==> src/rtl/core/pfa_pkg.sv <==
// ============================================================================
// pfa_pkg
// Shared types and constants of the page frame allocator: action and status
// codes, controller states, register map and the memory control group.
// ============================================================================
`default_nettype none

package pfa_pkg;

    localparam int AddrW     = 24;   // linear byte address width
    localparam int CfgW      = 25;   // configuration register width
    localparam int CountW    = 8;    // use count width
    localparam int FrameShift = 12;  // 4096-byte frames
    localparam int PaddrW    = 3;    // two 32-bit registers
    localparam int PdataW    = 32;

    localparam logic [CountW-1:0] ReservedCount = 8'd100;
    localparam logic [CountW-1:0] UsedCount     = 8'd1;

    localparam logic [CfgW-1:0] StartReset = 25'd1048576;
    localparam logic [CfgW-1:0] EndReset   = 25'd16777216;

    // Register select is the word address bit of paddr.
    localparam logic RegStart = 1'b0;
    localparam logic RegEnd   = 1'b1;

    typedef enum logic [1:0] {
        ACT_INIT  = 2'd0,
        ACT_ALLOC = 2'd1,
        ACT_FREE  = 2'd2
    } t_action;

    typedef enum logic [2:0] {
        ST_OK           = 3'd0,
        ST_NO_FREE      = 3'd1,
        ST_BELOW_LOW    = 3'd2,
        ST_BEYOND_END   = 3'd3,
        ST_ALREADY_FREE = 3'd4
    } t_status;

    typedef enum logic [2:0] {
        S_CLEAR,
        S_IDLE,
        S_INIT_PREP,
        S_INIT,
        S_ALLOC,
        S_FREE_CHECK,
        S_RESULT
    } t_state;

    typedef struct packed {
        logic we;
        logic re;
    } t_ram_ctl;

endpackage

`default_nettype wire

==> src/rtl/core/pfa_cfg_regs.sv <==
// ============================================================================
// pfa_cfg_regs
// APB-style register file holding the start and end addresses.
// ============================================================================
`default_nettype none

module pfa_cfg_regs (
    input  wire logic                        i_clk,
    input  wire logic                        i_rst_n,
    input  wire logic                        psel,
    input  wire logic                        penable,
    input  wire logic                        pwrite,
    input  wire logic [pfa_pkg::PaddrW-1:0]  paddr,
    input  wire logic [pfa_pkg::PdataW-1:0]  pwdata,
    output logic [pfa_pkg::PdataW-1:0]       prdata,
    output logic                             pready,
    output logic [pfa_pkg::CfgW-1:0]         o_start_address,
    output logic [pfa_pkg::CfgW-1:0]         o_end_address
);

    logic [pfa_pkg::CfgW-1:0] r_start;
    logic [pfa_pkg::CfgW-1:0] r_end;
    logic                     wr_hit;

    assign pready = 1'b1;
    assign wr_hit = psel & penable & pwrite & pready;

    always_ff @(posedge i_clk) begin
        if (!i_rst_n) begin
            r_start <= pfa_pkg::StartReset;
            r_end   <= pfa_pkg::EndReset;
        end else if (wr_hit) begin
            if (paddr[2] == pfa_pkg::RegStart) begin
                r_start <= pwdata[pfa_pkg::CfgW-1:0];
            end else begin
                r_end <= pwdata[pfa_pkg::CfgW-1:0];
            end
        end
    end

    always_comb begin
        if (paddr[2] == pfa_pkg::RegEnd) begin
            prdata = pfa_pkg::PdataW'(r_end);
        end else begin
            prdata = pfa_pkg::PdataW'(r_start);
        end
    end

    assign o_start_address = r_start;
    assign o_end_address   = r_end;

endmodule

`default_nettype wire

==> config.mk <==
export PLATFORM = sky130hd
export DESIGN_NAME = pfa_cfg_regs
export DESIGN_NICKNAME = d
export VERILOG_FILES = /design/src/rtl/core/pfa_pkg.sv /design/src/rtl/core/pfa_cfg_regs.sv
export SDC_FILE = /design/constraint.sdc
export NUM_CORES = 1
export LEC_CHECK = 0
export BUFFER_PORTS_ARGS = -buffer_cell sky130_fd_sc_hd__buf_2
export CAP_MARGIN = 20
export CORE_MARGIN = 5
export CORE_UTILIZATION = 40
export CTS_CLUSTER_DIAMETER = 40
export CTS_CLUSTER_SIZE = 12
export DETAILED_ROUTE_END_ITERATION = 10
export GPL_ROUTABILITY_DRIVEN = 0
export PLACE_DENSITY = 0.72
export SYNTH_ARGS = -nofsm -noshare
export SYNTH_HDL_FRONTEND = slang
export SYNTH_SLANG_ARGS = --single-unit
==> constraint.sdc <==
create_clock -name i_clk -period 1.2 [get_ports i_clk]
set_clock_uncertainty 0.2 [all_clocks]
set_input_delay 0.12 -clock i_clk [delete_from_list [all_inputs] [get_ports i_clk]]
set_output_delay 0.12 -clock i_clk [all_outputs]
set_load 0.05 [all_outputs]
== After elaboration in Yosys (flattened, before gate mapping) ==
Cells that the tools add are included.
Storage, ports and cells
  bits in registers: 50
  input bits: 40
  output and inout bits: 83
  word-level logic and storage cells: 8
Cells by class
  mux-type cells: 1
  bitwise gates (word level): 3
  reductions and logical operators: 2
Operators with widths (count)
  25-bit two-way mux: 1
  2-bit AND reduction: 2
  1-bit bitwise AND: 2
  1-bit inverter: 1

== Depth between registers and ports, before layout ==
  depth in word-level cells: 3
  gate-level depth with buffers: 5
  mapped depth without buffers: 2

== Least setup slack after synthesis ==
No wires, ideal clock.
  path type: register -> output
  start point: register r_end, in the netlist o_end_address[24]
  end point: output prdata[24] (netlist name)
  arrival time: 1.049 ns
  required time: 0.880 ns
  setup slack: -0.169 ns
  cell stages (with the launch flop): 2
  buffers on the path: 0
  cells stage by stage: dfxtp_1 mux2_2
Between the ends
  longest elaborated chain between the ends: 1
Ends and longest elaborated chain
  from (decl): line pfa_cfg_regs.sv:22  | logic [pfa_pkg::CfgW-1:0] r_end;
  from (signal assigned): line pfa_cfg_regs.sv:31  | r_end <= pfa_pkg::EndReset;
  from (signal assigned): line pfa_cfg_regs.sv:36  | r_end <= pwdata[pfa_pkg::CfgW-1:0];
  25-bit two-way mux: line pfa_cfg_regs.sv:42  | if (paddr[2] == pfa_pkg::RegEnd) begin
  to (decl): line pfa_cfg_regs.sv:15  | output logic [pfa_pkg::PdataW-1:0] prdata,
Every way passes these cells.

== Worst setup path in the final report ==
  start point: register r_start, in the netlist o_start_address[7]
  end point: output prdata[7] (netlist name)
Between the ends
  longest elaborated chain between the ends: 1
Ends and longest elaborated chain
  from (decl): line pfa_cfg_regs.sv:21  | logic [pfa_pkg::CfgW-1:0] r_start;
  from (signal assigned): line pfa_cfg_regs.sv:30  | r_start <= pfa_pkg::StartReset;
  from (signal assigned): line pfa_cfg_regs.sv:34  | r_start <= pwdata[pfa_pkg::CfgW-1:0];
  25-bit two-way mux: line pfa_cfg_regs.sv:42
Every way passes these cells.

==> out/qor.yml <==
setup_viol: 44
vias: 2256
core-area_sq_um: 5540
drt-initial-drc-count: 81
syn_inst: 233
drc: 0
grt_max_degree: 46
holdWs_ns: 0.0940
setup_slack_ns: -0.225
netlist.area_leader.share_pct: 43.6
post-dp-hpwl_um: 4130
clk_latency_ns: 0.30
first_pass_iters: 4
layout.nets: 439
syn_area_sq_um: 2300
io_pins: 123
synth_top_cell_by_area: "dfxtp_1"
overflow: 0
fill_cells: 345
ys_top_cells_by_area: "dfxtp_1, mux2i_1, mux2_2"
violations: "negative setup slack"
area_growth_pct: 93.5
port_buffers: 105
holdCritPathClass: "primary input to flop"
first_global_vias: 2361
antenna_found_initial: 0
initial_core_util_pct: 41.4
pre_cts_ws_ns: -0.136
max_freq_mhz: 702
grt_pass1_wl_um: 11600
grtUsageTotal_pct: 19.7
drive_gt1_share_pct: 59.3
ir_drop_mv: 0.517
finalHoldViolations: 0
cts_tree: "done"
avgViaCountPerCell: 4.78
synth_cell_type_count: 14
arrival_ns: 1.10
routed_wl_um: 8040
status: "complete, but fails checks"
rsz0062_at_grt: "true"
end_kind: "output port"
cp.required_ns: 0.88
async_flop_share_pct: 0
cts.clk_slew.worst_paths_ns: 0.09
die_h_um: 85.8
ys_ff_latch: 50
synth_commonest_cells: "nand2_1, dfxtp_1, mux2i_1, mux2_2, buf_4"
antenna_left: 0
clock_path_buffers: 2
p_leak_nw: 2.09
critPathKind: "flop to output port"
min_period_ns: 1.42
htree_levels: 2
synth-edff-count: 0
rows: 27
cts_buffers: 5
critPathMaxFanout: 2
ys_seq_area_share_pct: 43.6
syn_avg_cell_area_sq_um: 9.85
period_share_pct: 119
setup_tns_ns: -4.77
critPathLaunchType: "flop"
die_area_sq_um: 7350
yosys_warnings: 0
synthFlopType: "dfxtp_1"
synth_most_common_cell: "nand2_1"
final_cells: 472
drv_cap: 0
n_antenna_cell: 0
slew_violations: 0
root_buffer: "clkbuf_8"
dieWidth_um: 85.8
drt-wirelength-per-cell_um: 17.0
placedCellCount: 399
cts_sinks: 50
power.density_nw_per_um2: 818
-- final timing paths --
check	start	to	slack, ns	cells past startpoint
hold reg to reg	o_end_address[14]	o_end_address[14]	0.27	2
setup / recovery	o_start_address[7]	prdata[7]	-0.22	2
hold / removal	i_rst_n	o_end_address[23]	0.09	4
setup reg to reg	o_start_address[21]	o_start_address[21]	0.07	5
-- kinds of logic after synthesis --
kind of cell | after synthesis | synth area share, %
buf+inv | 26 | 7.90
mux | 75 | 34.1
simple gates | 80 | 14.1
flops | 50 | 43.6
other cells | 2 | 0.327
-- registers in the layout (all words and copies together), names as in the netlist --
signal           cells
o_end_address       25
o_start_address     25
-- power by group --
group	internal, mW	leakage (nW)	switching (mW)	total, mW
sequential	1.70	0.427	0.0323	1.73
clock	0.466	0.0482	0.533	1.00
combinational	0.402	1.62	0.498	0.900
-- through the flow --
stage / power, mW / cell area, sq um / util [%]
6_report: 3.63 / 4440 / 80.2
5_1_grt: 3.79 / 4440 / 80.2
4_1_cts: 3.58 / 4170 / 75.3
3_5_place_dp: 2.41 / 3060 / 55.2
3_3_place_gp: 2.40 / 3060 / 55.2
2_1_floorplan: 2.26 / 2460 / -
-- per-layer routing --
layer | part of all wire, % | vias up | GRT usage [%]
met4 | 1.8 | 0 | 4.75
met1 | 36 | 1057 | 21.9
li1 | - | 1088 | -
met2 | 55 | 101 | 37.0
met5 | 0 | - | 0
met3 | 7.0 | 10 | 5.38
-- worst max-delay path, cell delays in order (launching register included) --
cell     delay (ns)
dfxtp_2        0.35
mux2_4         0.30
buf_8          0.16
-- placed cells by master (no fill, tap or decap), types with 8 or more instances in the layout --
cell	synthesis	routed
nand2_1	73	73
conb_1	2	8
buf_4	10	23
dfxtp_2	0	50
buf_12	0	10
mux2i_1	50	50
buf_8	2	45
buf_6	2	46
buf_2	7	30
dlygate4sd3_1	0	25
mux2_4	0	25
-- cell type report --
type                       instances  area [sq um]  area share [%]
timing repair buffer             179          1970            44.3
sequential                        50          1060            23.9
multi-input combinational        163          1230            27.7
clock buffer                       7          86.3            1.94
clock inverter                     1          5.00           0.113
tap                               72          90.1            2.03
-- repair_timing --
action                                 in CTS  in global routing
gates resized for setup                   174                 65
endpoints found under the hold margin      50                  0
hold buffers                               25                  0
setup endpoints to repair                  75                 66
buffers inserted                           28                 25
No activity file was read; power rests on OpenSTA's default activity.
